$ cat src/hw/rtl/fiss_pkg.sv
// Package: shared constants, types and CRC helpers for the signature scanner.
`default_nettype none
package fiss_pkg;
    localparam int HEADER_BYTES  = 64;
    localparam int PATTERN_BYTES = 6;
    localparam int OFF_W = 48;

    localparam logic [1:0] KIND_LEGACY = 2'd0;
    localparam logic [1:0] KIND_TREE   = 2'd1;
    localparam logic [1:0] KIND_TEXT   = 2'd2;

    localparam logic [2:0] CFG_DEVICE_SIZE = 3'd0;
    localparam logic [2:0] CFG_IMAGE_LIMIT = 3'd1;
    localparam logic [2:0] CFG_TREE_MIN    = 3'd2;
    localparam logic [2:0] CFG_TREE_MAX    = 3'd3;
    localparam logic [2:0] CFG_TEXT_EN     = 3'd4;
    localparam logic [2:0] CFG_TEXT_PAT    = 3'd5;
    localparam logic [2:0] CFG_TEXT_LEN    = 3'd6;

    localparam logic [47:0] TEXT_PAT_RESET = 48'd93652876488564;
    localparam logic [31:0] CRC_POLY = 32'hEDB88320;

    // One hit as it travels from the front to the back part
    typedef struct packed {
        logic [1:0]       kind;
        logic [OFF_W-1:0] offset;
        logic             last;
    } hit_t;

    // One byte step of the reflected CRC-32
    function automatic logic [31:0] crc_byte(input logic [31:0] c, input logic [7:0] d);
        logic [31:0] r;
        r = c ^ {24'd0, d};
        for (int b = 0; b < 8; b++)
            r = r[0] ? ((r >> 1) ^ CRC_POLY) : (r >> 1);
        return r;
    endfunction
endpackage
`default_nettype wire

$ cat src/hw/rtl/fiss_stream_if.sv
// Interfaces: valid/ready channels for input bytes and hit results.
`default_nettype none


interface fiss_hit_if;
    logic        valid;
    logic        ready;
    logic [1:0]  hit_kind;
    logic [47:0] hit_offset;
    logic        last_hit;
    modport source (output valid, hit_kind, hit_offset, last_hit, input ready);
    modport sink   (input valid, hit_kind, hit_offset, last_hit, output ready);
endinterface
`default_nettype wire

$ cat src/hw/rtl/fiss_back.sv
// Back part: hit queue that feeds results out one transfer at a time.
`default_nettype none
module fiss_back (
    input  wire logic      clk,
    input  wire logic      rst_n,
    input  wire logic      push_a,
    input  wire fiss_pkg::hit_t hit_a,
    input  wire logic      push_b,
    input  wire fiss_pkg::hit_t hit_b,
    output logic           room,          // at least six free slots in the queue
    fiss_hit_if.source     hit_out
);
    localparam int DEPTH = 8;
    fiss_pkg::hit_t q_reg [DEPTH];
    logic [2:0] rd_reg, wr_reg;
    logic [3:0] fill_reg;
    logic pop;
    logic [3:0] n_push;

    assign pop = hit_out.valid && hit_out.ready;
    assign n_push = {3'd0, push_a} + {3'd0, push_b};
    // Two item pipeline stages plus this cycle may still deliver hits
    assign room = fill_reg <= 4'(DEPTH - 6);
    assign hit_out.valid      = fill_reg != 4'd0;
    assign hit_out.hit_kind   = q_reg[rd_reg].kind;
    assign hit_out.hit_offset = q_reg[rd_reg].offset;
    assign hit_out.last_hit   = q_reg[rd_reg].last;

    always_ff @(posedge clk or negedge rst_n)
    begin
        if (!rst_n)
        begin
            rd_reg <= '0;
            wr_reg <= '0;
            fill_reg <= '0;
        end
        else
        begin
            rd_reg <= rd_reg + 3'(pop);
            wr_reg <= wr_reg + 3'(n_push);
            fill_reg <= fill_reg + n_push - 4'(pop);
        end
    end
    always_ff @(posedge clk)
    begin
        if (push_a) q_reg[wr_reg] <= hit_a;
        if (push_b) q_reg[push_a ? wr_reg + 3'd1 : wr_reg] <= hit_b;
    end
endmodule
`default_nettype wire

$ cat src/flat_wrapper.sv
// flat-port wrapper written by rule: the top's interface ports become plain ports
module fiss_back_flat 
  (clk, rst_n, push_a, hit_a, push_b, hit_b, room, hit_out_valid, hit_out_hit_kind, hit_out_hit_offset, hit_out_last_hit, hit_out_ready);
  fiss_hit_if hit_out_i ();
  input  wire logic clk;
  input  wire logic rst_n;
  input  wire logic push_a;
  input  wire fiss_pkg::hit_t hit_a;
  input  wire logic push_b;
  input  wire fiss_pkg::hit_t hit_b;
  output logic room;
  output wire logic [$bits(hit_out_i.valid)-1:0] hit_out_valid;
  output wire logic [$bits(hit_out_i.hit_kind)-1:0] hit_out_hit_kind;
  output wire logic [$bits(hit_out_i.hit_offset)-1:0] hit_out_hit_offset;
  output wire logic [$bits(hit_out_i.last_hit)-1:0] hit_out_last_hit;
  input wire logic [$bits(hit_out_i.ready)-1:0] hit_out_ready;
  assign hit_out_valid = hit_out_i.valid;
  assign hit_out_hit_kind = hit_out_i.hit_kind;
  assign hit_out_hit_offset = hit_out_i.hit_offset;
  assign hit_out_last_hit = hit_out_i.last_hit;
  assign hit_out_i.ready = hit_out_ready;
  fiss_back u_core (.clk(clk), .rst_n(rst_n), .push_a(push_a), .hit_a(hit_a), .push_b(push_b), .hit_b(hit_b), .room(room), .hit_out(hit_out_i));
endmodule
$ cat config.mk
export PLATFORM = sky130hd
export DESIGN_NAME = fiss_back_flat
export DESIGN_NICKNAME = d
export VERILOG_FILES = /design/src/hw/rtl/fiss_pkg.sv /design/src/hw/rtl/fiss_stream_if.sv /design/src/hw/rtl/fiss_back.sv /design/src/flat_wrapper.sv
export SDC_FILE = /design/constraint.sdc
export NUM_CORES = 1
export LEC_CHECK = 0
export ABC_AREA = 1
export BUFFER_PORTS_ARGS = -buffer_cell sky130_fd_sc_hd__buf_2
export CORE_AREA = 2 2 202 204
export CTS_BUF_LIST = sky130_fd_sc_hd__clkbuf_2 sky130_fd_sc_hd__clkbuf_4 sky130_fd_sc_hd__clkbuf_8
export CTS_CLUSTER_DIAMETER = 50
export CTS_CLUSTER_SIZE = 30
export DETAILED_ROUTE_END_ITERATION = 6
export DIE_AREA = 0 0 204 206
export PLACE_DENSITY = 0.89
export SKIP_LAST_GASP = 1
export SYNTH_ARGS = -nofsm -noshare
export SYNTH_HDL_FRONTEND = slang
export SYNTH_SLANG_ARGS = --single-unit
$ cat constraint.sdc
create_clock -name clk -period 6.35 [get_ports clk]
set_input_delay 0.3175 -clock clk [delete_from_list [all_inputs] [get_ports clk]]
set_output_delay 0.3175 -clock clk [all_outputs]
set_load 0.02 [all_outputs]
Word level (Yosys, flattened, before mapping):

Memory sizes are Yosys's and may differ from the RTL's.
Cells that the tools add are included.

* bits in registers: 10
* bits in writable memories: 408
* output and inout port bits: 53
* word-level logic and storage cells: 18
* memories: 1

* $add $sub $neg: 6
* $lt $le $gt $ge: 1
* multiplexer cells: 5
* reduce and logical (&&, ||, !) cells: 2

Memory list
* u_core.q_reg: depth 8, width 51, rd ports 1, clocked after Yosys merged registers in 0, write ports 2, line fiss_back.sv:14 `fiss_pkg::hit_t q_reg [DEPTH];`

Operators by type and width (count)
* adder 4 bit: 1
* <= comparator 4 x 2 -> 1 bit (second input constant): 1
* 2-to-1 mux 1 bit: 4
* nonzero test 4 bit: 1
* subtractor 4 x 1 -> 4 bit: 1
* adder 3 x 1 -> 3 bit: 1
* adder 3 x 1 -> 3 bit (second input constant): 1
* adder 3 bit: 1
* 2-to-1 mux 3 bit: 1
* adder 1 x 1 -> 2 bit: 1
* logical AND 1 bit: 1

Longest topological paths before layout:

Gate-level depths: netlist of run 1.

* depth in word-level cells: 3
* depth in mapped cells: 9
* depth with buffers taken out: 9

Least setup slack after synthesis of run 1:

OpenSTA, ideal clock, no wires.

* kind: flip-flop to flip-flop
* from: reg u_core.wr_reg[1]
* to: mem u_core.q_reg[0][0] (netlist name) (enable)
* setup time: 0.530 ns
* arrival: 4.195 ns
* path slack: 1.625 ns
* stages on the path, launching flop included: 4
* buffers on the path: 0
* period minus slack after synthesis: 4.725 ns
* cell sequence: dfrtp_1 -> inv_1 -> nand2_1 -> o21ai_0

RTL lines
* start, declared: line fiss_back.sv:15 `logic [2:0] rd_reg, wr_reg;`
* start signal, assigned: line fiss_back.sv:40 `wr_reg <= wr_reg + 3'(n_push);`
* end, declared: line fiss_back.sv:14

Final worst setup path of run 1:

* from: reg u_core.rd_reg[1]
* to: out hit_out_hit_offset[25]

* longest elaborated chain between the ends: 1

RTL lines
* start, declared: line fiss_back.sv:15
* start signal, assigned: line fiss_back.sv:39 `rd_reg <= rd_reg + 3'(pop);`
* memory read (8 x 51 bit)
* end, declared: line flat_wrapper.sv:14 `output wire logic [$bits(hit_out_i.hit_offset)-1:0] hit_out_hit_offset;`

Every way passes these cells.

==> impl_results.md, run 1 <==
- Reg2reg start: u_core.wr_reg[0]
- Post-route design area: about 0.025 mm²
- Synth Warn #: 0
- H-tree levels: 2
- Pin count of the biggest net entering global routing: 206
- Post-CTS Setup Repair Bufs: 0
- Die Wd: 204 µm
- Worst slew pin tran: 1.326 ns
- Share of post-route cells with drive strength above 1: 9.749%
- WL/cell: between 20 and 25 µm
- RSZ-0062 raised after global routing: no
- Final setup viols: 0
- Commonest non-fill, non-tap cell in the layout: nand2_1
- Mapped Cells: 2928
- Post-synthesis xor/xnor area fraction: less than 1%
- Max IR drop VDD: 0.4254 mV
- Drt total wl: about 71 mm
- Largest register FFs: 408
- Vias in the first global route: 20789
- Max-slew violations: 0
- Fraction of synthesized area in multiplexers: 0%
- Placed Cells: approximately 3400
- Syn_area_per_cell: 8.169 µm²
- Routability cong.: 0.8336
- PnR worst setup slack: 2.310 ns
- Status: finished, violations left
- Synth Area in Adders: 0.6905%
- ANT nets after route: 0
- Tot GR Track Use: between 30% and 40%
- Core area: 0.04018 mm²
- Compound-cell area share of the yosys netlist: 10.99%
- Clock slew at reported path FFs: 0.14 ns
- Final Skew: 0.04618 ns
- Full die area: approximately 0.042 mm²
- Critical Path Source Type: register
- Die Ht: ~210 µm
- 1st-pass router iterations: 7
- Final hold violation count: 0
- DR vias: about 21000
- Io pins: 160
- Hold buffer count at cts: 2
- Buffers on Ports: 159
- Most frequent cells in the layout: 886 x nand2_1, 412 x nand3_1, 410 x nor2_1, 408 x edfxtp_1, 206 x o21ai_0
- Worst hold path startpoint: hit_a[13]
- Worst-path fanout max: 72
- Register area share after synthesis: 52.27%
- CTS resizes: 0
- Max-cap violations: 0
- P per Cell Area: around 490 mW/mm²
- Starting Density: between 50% and 60%
- Min-delay worst type: input pin to register
- Initial antenna violation count: 5
- CTS root buf: clkbuf_8
- Library cells used by synthesis: 24
- Largest family of logic cells by synthesized area: simple AND/OR/NAND/NOR gates
- Vias/cell: 6.240
- CP Capture Type: primary output
- Post-route DRC: 2
- Syn nets: 3047
- Inserted Clock Buffers: 36
- Area Growth Syn to Fin: 5.859%
- Cell Area, Synth: 0.02392 mm²
- First-pass GRT wire length: 108.7 mm
- Std-Cell Rows: 74
- Pleak: 0.01050 µW
- Nets: 2994
- Pre-CTS WS: between 2 and 2.5 ns
- CTS Sinks: 418
- Max Freq: about 250 MHz
- Synthesized flop and latch total: about 420
- Relative slew slack: between 10% and 20%
- Post-Route Utilization: between 60% and 70%
- Dpl hpwl: between 30 and 40 mm
- Grt total ovfl: 0
- Area after DPL: 0.02447 mm²
- CP arrival: 3.72 ns
- DRT iter0 DRCs: 3065
- Post-synthesis simple-gate area fraction: 29.29%
- Crit Path Category: register to primary output
- CTS max path bufs: 3
- Critical Path RT: 6.03 ns
- Failing checks: design-rule violations
- Fin cells: about 3400
- Tcrit/Tclk final: 63.62%
- CTS tree: done
- Clk Latency, worst-skew pair: between 0.6 and 0.7 ns
- Crit. Startpoint: u_core.rd_reg[1]
- Setup TNS: 0 ns
- Period minus WS final: 4.040 ns
## synthesized netlist by cell type
| master | count | area share (%) |
|---|---|---|
| clkbuf_1 | 89 | 1.4 |
| xor2_1 | 2 | 0.073 |
| buf_1 | 13 | 0.20 |
| xnor2_1 | 2 | 0.073 |
| ha_1 | 10 | 0.52 |
| fa_1 | 2 | 0.17 |
| o21ai_0 | 210 | 4.4 |
| clkinv_1 | 1 | 0.016 |
| nand3_2 | 1 | 0.042 |
| inv_2 | 4 | 0.063 |
| nand2_2 | 5 | 0.13 |
| buf_2 | 155 | 3.2 |
| o22ai_1 | 4 | 0.10 |
| inv_1 | 66 | 1.0 |
| clkbuf_2 | 9 | 0.19 |
| buf_4 | 15 | 0.47 |
| nor2_4 | 2 | 0.094 |
| dfrtp_1 | 10 | 1.0 |
| nand2_1 | 890 | 14 |
| o21bai_1 | 204 | 6.4 |
| a21oi_1 | 4 | 0.084 |
| nand3_1 | 412 | 8.6 |
| nor2_1 | 410 | 6.4 |
| edfxtp_1 | 408 | 51 |
## metrics by stage
stage | hold slack (ns) | total power [µW]
2_1_floorplan | 0.02191 | 8656
5_1_grt | 0.02999 | 13020
4_1_cts | 0.02464 | 12160
3_5_place_dp | 0.1846 | 10470
6_report | 0.02867 | 12360
3_3_place_gp | 0.1799 | 10220
## final timing paths
| check | depth (start not counted) | endpoint | slack (ns) |
|---|---|---|---|
| min reg2reg | 1 | u_core.wr_reg[2] | 0.58 |
| max | 8 | hit_out_hit_offset[25] | 2.31 |
| max in group asynchronous | 2 | u_core.rd_reg[0] | 6.03 |
| min | 3 | u_core.q_reg[2][13] | 0.03 |
| min in group asynchronous | 2 | u_core.fill_reg[2] | 0.09 |
| max reg2reg | 7 | u_core.q_reg[0][25] | 2.49 |
## kinds of logic (layout without fill, tap and decap cells)
group           count (synthesis)  count (layout)
flops                         418             418
xor+xnor                        4               4
compound gates                422             422
buf+inv                       352             327
fa+ha+maj                      12              12
simple gates                 1720            1720
other cells                     0               4
## worst max-delay path, cell delays in order (launching register included)
cell and delay (ns):
dfrtp_4 0.81, clkinv_2 0.67, buf_4 0.68, nor2_1 0.22, o21ai_0 0.10, nand2_1 0.12
nand2_1 0.18, nand2_1 0.14, buf_2 0.17
## area by class of cell
| cell class | count | area [µm²] |
|---|---|---|
| fill | 3167 | 14860 |
| tap | 532 | 665.6 |
| sequential | 418 | 12510 |
| multi-input combinational | 2158 | 9988 |
| inverter | 71 | 280.3 |
| clock inverter | 29 | 309.0 |
| antenna | 4 | 10.01 |
| timing repair buffer | 190 | 1046 |
| clock buffer | 37 | 509.2 |
## power by group
part | total, µW | internal, µW | switching [µW] | leakage, µW
sequential | 4340 | 4070 | 272 | 0.00386
clock | 1750 | 666 | 1090 | 0.000397
combinational | 6260 | 1480 | 4780 | 0.00624
total | 12400 | 6220 | 6130 | 0.0105
## metal layers
layer  part of all wire, %  global-route usage (%)
met5                 0.016                       0
met4                   5.0                   21.01
met3                    12                   5.834
met2                    49                   55.21
met1                    33                   40.54
(Power assumes the default switching activity.)
==> run 2, diff against run 1 <==
- ABC_AREA: 1 -> 0
- CORE_AREA: 2 2 202 204 -> 2 2 195 197
- DIE_AREA: 0 0 204 206 -> 0 0 197 199
- PLACE_DENSITY: 0.89 -> 0.9
- clock period: 6.35 -> 3.9 ns (I/O delays scaled with it)
==> run 2 against run 1 <==
The flow still finishes with violations (design-rule violations). Die area decreased by 6.7%. Critical path type is now register to register. Cell count decreased by 38%. Highest routed layer is now met4. First-iteration DRC count decreased by 21%.
==> impl_results.md, run 2 <==
- Largest delay contributor family on the critical path: buffers and inverters
- Reg2reg start: u_core.wr_reg[0]
- Max-slew violations: 0
- Most area-consuming cells after synthesis: edfxtp_1 55%, mux2_2 12%, mux4_2 10%
- Inserted Clock Buffers: 37
- Area fraction of the dominant cell type after synthesis: 54.68%
- Asr flop ratio synth: 2.392%
- Io pins: 160
- DRT iter0 DRCs: 2416
- Library cells used by synthesis: 42
- Critical Path RT: 4.18 ns
- Max-cap violations: 0
- Fill count: 2452
- P per Cell Area: a little over 800 mW/mm²
- Multi-input gate area: 0.009229 mm²
- First-pass GRT wire length: between 80 and 90 mm
- CTS Sinks: 418
- Share of post-route cells with drive strength above 1: between 30 and 40%
- CTS max path bufs: 3
- Buffers on Ports: 159
- Area Growth Syn to Fin: 9.823%
- Initial antenna violation count: 4
- Most instantiated cells after synthesis: 408 x edfxtp_1, 306 x o211ai_1, 244 x mux2_2
- Core area: 0.03713 mm²
- Die Ht: 199 µm
- Most frequent cells in the layout: 408 x edfxtp_1, 306 x o211ai_1, 243 x mux2_2, 158 x buf_2, 103 x o21ai_0
- Max Freq: 286.4 MHz
- Slowest cell on crit path: buf_4
- Nets: 1736
- Worst-path fanout max: 74
- Worst slew pin tran: between 1 and 1.5 ns
- Routability cong.: between 0.8 and 0.9
- Clock slew at reported path FFs: 0.10 ns
- Dpl hpwl: 34.72 mm
- CTS resizes: 0
- RR Endpoint: u_core.q_reg[4][21]
- Commonest non-fill, non-tap cell in the layout: edfxtp_1
- Drt total wl: 58.83 mm
- Vias in the first global route: 16111
- Pleak: ~0.0076 µW
- Synthesized flop and latch total: 418
- Post-synth EDFFs: 408
- WL/cell: 27.72 µm
- Post-route design area: about 0.025 mm²
- 1st-pass router iterations: 7
- ANT nets after route: 0
- Synth Warn #: 0
- Crit. Startpoint: u_core.wr_reg[0]
- Most common cell in the netlist: edfxtp_1
- Relative slew slack: 20.52%
- Period minus WS final: ~3.5 ns
- Vias/cell: 7.416
- Die Wd: roughly 200 µm
- Power, Total: 20290 µW
- Grt total ovfl: 0
- Tot GR Track Use: 29.71%
- Largest register FFs: 408
- Area after DPL: 0.02354 mm²
- DR vias: 15736
- Full die area: around 0.039 mm²
- Starting Density: 60.34%
- Syn_area_per_cell: 14.84 µm²
- Cell taking the most area after synthesis: edfxtp_1
- CTS root buf: clkbuf_8
- Syn nets: 1629
- Mapped Cells: 1510
- Final Skew: ~0.022 ns
- Register area share after synthesis: 55.80%
- Ys flop type: edfxtp_1
- CP arrival: 3.78 ns
- Register area: roughly 0.013 mm²
- Flop2flop setup slack: 0.41 ns
- Tcrit/Tclk final: roughly nine tenths
- Pin count of the biggest net entering global routing: 103
- Crit Path Category: register to register
- Cell Area, Synth: 0.02241 mm²
- CP Capture Type: register
- CTS tree: done
- Worst setup path endpoint: u_core.q_reg[4][21]
- RSZ-0062 raised after global routing: no
- Critical Path Source Type: register
- Max IR drop VDD: 0.8383 mV
- Hold_ws: 0.003563 ns
- H-tree levels: 2
- Final setup viols: 0
- Post-route DRC: 2
- Std-Cell Rows: 71
- Worst Reg-to-Reg Cells: 5
- Clk Latency, worst-skew pair: 0.58 ns
- CP cell instances: ha_1 > xnor2_4 > o21a_4 > buf_4 > o211ai_1
- Worst path depth: 5
- Min-delay worst type: input pin to async pin
- Crit path buffers/inverters: 1
- Final hold violation count: 0
- CP peak stage delay: roughly 0.79 ns
- Failing checks: design-rule violations
- Status: finished, violations left
## run 2: changes by cell type after synthesis, moves of 6 or more
cell	delta
o21bai_1	-201
buf_6	+22
buf_2	-127
inv_1	-57
nor2_1	-409
o211ai_1	+306
buf_4	-6
mux2_1	+12
o21ai_0	-106
mux2_2	+244
nand3_1	-310
clkbuf_2	-9
mux4_2	+102
nand2_1	-883
## run 2: area by class of cell
type                            instances  share of cell area, %
Clock inverter                         27                  1.302
Antenna cell                            5                0.05085
Clock buffer                           38                  2.100
Inverter                                9                 0.1424
Multi-Input combinational cell        929                  37.51
Timing Repair Buffer                  222                  5.644
Tap cell                              474                  2.410
Sequential cell                       418                  50.84
## run 2: layer usage
metal,vias to the layer above,share of wire (%),track usage (%)
met4,0,4.0,13.87
li1,6527,-,-
met3,252,13,6.460
met5,-,0,0
met1,7633,34,36.97
met2,1324,50,50.03
## run 2: stage by stage
| step | setup WS, ns | setup TNS (ns) | util, % | std cells |
|---|---|---|---|---|
| 6_report | 0.4078 | 0 | 66.26 | 2122 |
| 5_1_grt | 0.2810 | 0 | 66.26 | 2121 |
| 4_1_cts | 0.5203 | 0 | 66.23 | 2117 |
| 3_5_place_dp | 0.5529 | 0 | 63.38 | 2030 |
| 3_3_place_gp | 0.6670 | 0 | 63.38 | 2030 |
| 2_1_floorplan | -0.5025 | -51.25 | - | 1510 |
## run 2: cell families (layout without fill, tap and decap cells)
kind of cell,Yosys count,in the layout,synth area share (%)
flops,418,418,55.80
simple gates,125,125,2.926
compound gates,425,425,13.21
buf+inv,163,296,3.775
mux,360,360,23.21
other cells,0,5,0
fa+ha+maj,12,12,0.7371
xor+xnor,7,7,0.3407
## run 2: worst min path at each step
stage | start | endpoint | slack [ns] | cells after the start
after floorplan | rst_n | u_core.fill_reg[0] | -0.10 | 0
after global placement | rst_n | u_core.fill_reg[3] | 0.08 | 1
after detailed placement | rst_n | u_core.fill_reg[3] | 0.08 | 1
after CTS | hit_b[34] | u_core.q_reg[2][34] | 0.0001 | 2
after global routing | hit_b[0] | u_core.q_reg[3][0] | 0.01 | 2
final | rst_n | u_core.wr_reg[1] | 0.004 | 2
## run 2: what timing repair did
| item | in CTS | in global routing |
|---|---|---|
| setup buffers | 0 | 0 |
| endpoints found under the hold margin | 54 | 0 |
| hold buffers | 22 | 0 |
## run 2: where the power goes
part / leakage [µW] / switching (µW) / internal [µW]
logic: 0.00340 / 6280 / 3770
clock network: 0.000423 / 1600 / 1300
registers: 0.00383 / 496 / 6840
==> run 3, diff against run 2 <==
- CORE_AREA: 2 2 195 197 -> 4 4 197 199
- DIE_AREA: 0 0 197 199 -> 0 0 201 203
==> run 3 against run 2 <==
The flow still finishes with violations (design-rule violations). Non-clock buffer count is 21 higher. Combinational power hardly changed. Global-route usage is 0.75 points lower. Critical path depth is 1 higher. Utilization is 0.32 points higher. Setup slack better by 0.12 ns. First-iteration DRC count is 1.5% higher. Sequential cell count stayed put. Cell count is 1.1% higher. Clock-buffer cell count is 4 higher. Largest power group unchanged.
==> impl_results.md, run 3 (synthesized netlist as in run 2, its figures left out) <==
- Tot GR Track Use: 28.96%
- Failing checks: design-rule violations
- DR vias: 15966
- Period minus WS final: 3.368 ns
- Clk network pwr share: 13.9%
- WHS Path Cells: 2
- WL/cell: around 28 µm
- Starting Density: 60.19%
- Io pins: 160
- Switching power total: 8484 µW
- Worst slew pin tran: 1.201 ns
- Max-cap violations: 0
- Die Wd: ~200 µm
- Clock slew at reported path FFs: approximately 0.11 ns
- Final setup viols: 0
- Core area: 0.03722 mm²
- Reg2reg start: u_core.wr_reg[0]
- CP Capture Type: register
- Worst Hold Path EP: u_core.q_reg[1][16]
- Post-CTS Setup Repair Bufs: 0
- Pre-CTS WS: between 0.9 and 1 ns
- Worst Reg-to-Reg Cells: 6
- Grt total ovfl: 0
- Hold_ws: 0.02211 ns
- Pleak: between 0.007 and 0.008 µW
- H-tree levels: 2
- Vias in the first global route: 16343
- Hold buffer count at cts: 45
- 1st-pass router iterations: 7
- Drt total wl: 60.45 mm
- Full die area: 0.04080 mm²
- CTS resizes: 0
- DRT iter0 DRCs: ~2500
- P per Cell Area: 816.4 mW/mm²
- Crit Path Category: register to register
- Area after DPL: around 0.023 mm²
- Relative slew slack: between 10% and 20%
- PnR worst setup slack: 0.5317 ns
- Area Growth Syn to Fin: 10.62%
- Std-Cell Rows: 71
- CTS Sinks: 418
- Largest register FFs: 408
- Critical Path RT: 4.24 ns
- Critical Path Source Type: register
- Post-Route Utilization: 66.59%
- Vias/cell: roughly 7.4
- Most frequent cells in the layout: 408 x edfxtp_1, 306 x o211ai_1, 243 x mux2_2, 158 x buf_2, 103 x o21ai_0
- Flop pwr share: a little under two fifths
- Pin count of the biggest net entering global routing: about 100
- First-pass GRT wire length: 93.34 mm
- RSZ-0062 raised after global routing: no
- Commonest non-fill, non-tap cell in the layout: edfxtp_1
- Flop2flop setup slack: roughly 0.53 ns
- Worst hold path startpoint: hit_a[16]
- CTS tree: done
- Post-route design area: 0.02479 mm²
- Buffers on Ports: 159
- Dpl hpwl: 35.78 mm
- Max Freq: 296.9 MHz
- Max-slew violations: 0
- Max IR drop VDD: 0.9428 mV
- Fill count: 2347
- Sw Share: between 40% and 50%
- Worst-path fanout max: just over 50
- Inserted Clock Buffers: 36
- Int Power: 11750 µW
- Status: finished, violations left
- Routability cong.: 0.7763
- Final hold violation count: 0
- Share of post-route cells with drive strength above 1: 38.22%
- Nets: 1756
- Min-delay worst type: input pin to register
- Post-route DRC: 2
- CTS root buf: clkbuf_8
- RR Endpoint: u_core.q_reg[2][48]
- ANT nets after route: 0
- Initial antenna violation count: 7
- Combinational power share: about half
- CP arrival: 3.71 ns
- Clk Latency, worst-skew pair: between 0.5 and 0.6 ns
- CTS max path bufs: 3
- Tcrit/Tclk final: 86.37%
- Final Skew: 0.03231 ns
- Die Ht: 203 µm
-- run 3: power by group through the flow --
| stage | clock network (µW) | registers (µW) | logic, µW |
|---|---|---|---|
| 4_1_cts | 2820 | 7420 | 9850 |
| 5_1_grt | 2990 | 7530 | 10500 |
| 6_report | 2820 | 7440 | 9980 |
| 3_5_place_dp | 0 | 7510 | 9750 |
| 3_3_place_gp | 0 | 7400 | 9390 |
| 2_1_floorplan | 0 | 7200 | 7200 |
-- run 3: through the flow --
stage | power, µW | setup TNS, ns | instances
floorplan | 14400 | -51.25 | 1510
global placement | 16800 | 0 | 2028
detailed placement | 17270 | 0 | 2028
CTS | 20090 | 0 | 2138
global route | 21040 | 0 | 2145
finish | 20230 | 0 | 2146
-- run 3: worst max-delay path by stage --
stage	startpoint	end	slack, ns
after CTS	u_core.wr_reg[0]	u_core.q_reg[2][48]	0.59
after global placement	u_core.wr_reg[0]	u_core.q_reg[4][5]	1.05
after global routing	u_core.wr_reg[0]	u_core.q_reg[2][48]	0.42
after floorplan	u_core.wr_reg[1]	u_core.q_reg[4][0]	-0.50
final	u_core.wr_reg[0]	u_core.q_reg[2][48]	0.53
after detailed placement	u_core.wr_reg[0]	u_core.q_reg[4][17]	0.96
-- run 3: cell type report --
class | instances | area [µm²] | share of cell area [%]
clock inverters | 23 | 279.0 | 1.126
multi-input cells | 929 | 9234 | 37.26
well taps | 474 | 593.1 | 2.393
clock buffers | 42 | 546.8 | 2.206
repair buffers | 243 | 1567 | 6.320
flip-flops and latches | 418 | 12510 | 50.48
diodes | 8 | 20.02 | 0.08077
inverters | 9 | 35.03 | 0.1414
-- run 3: per-layer routing --
| layer | share of wire, % | vias to the layer above | global-route usage [%] |
|---|---|---|---|
| met5 | 0 | - | 0 |
| met4 | 4.5 | 0 | 12.34 |
| met3 | 12 | 240 | 4.967 |
| met2 | 49 | 1375 | 48.76 |
| met1 | 34 | 7767 | 37.65 |
| li1 | - | 6584 | - |
-- run 3: critical path, stage by stage (launching register included) --
cell	delay (ns)
dfrtp_1	0.55
ha_1	0.49
nand4_1	0.19
o22ai_4	0.17
buf_4	0.76
mux2_1	0.40
dlygate4sd3_1	0.57
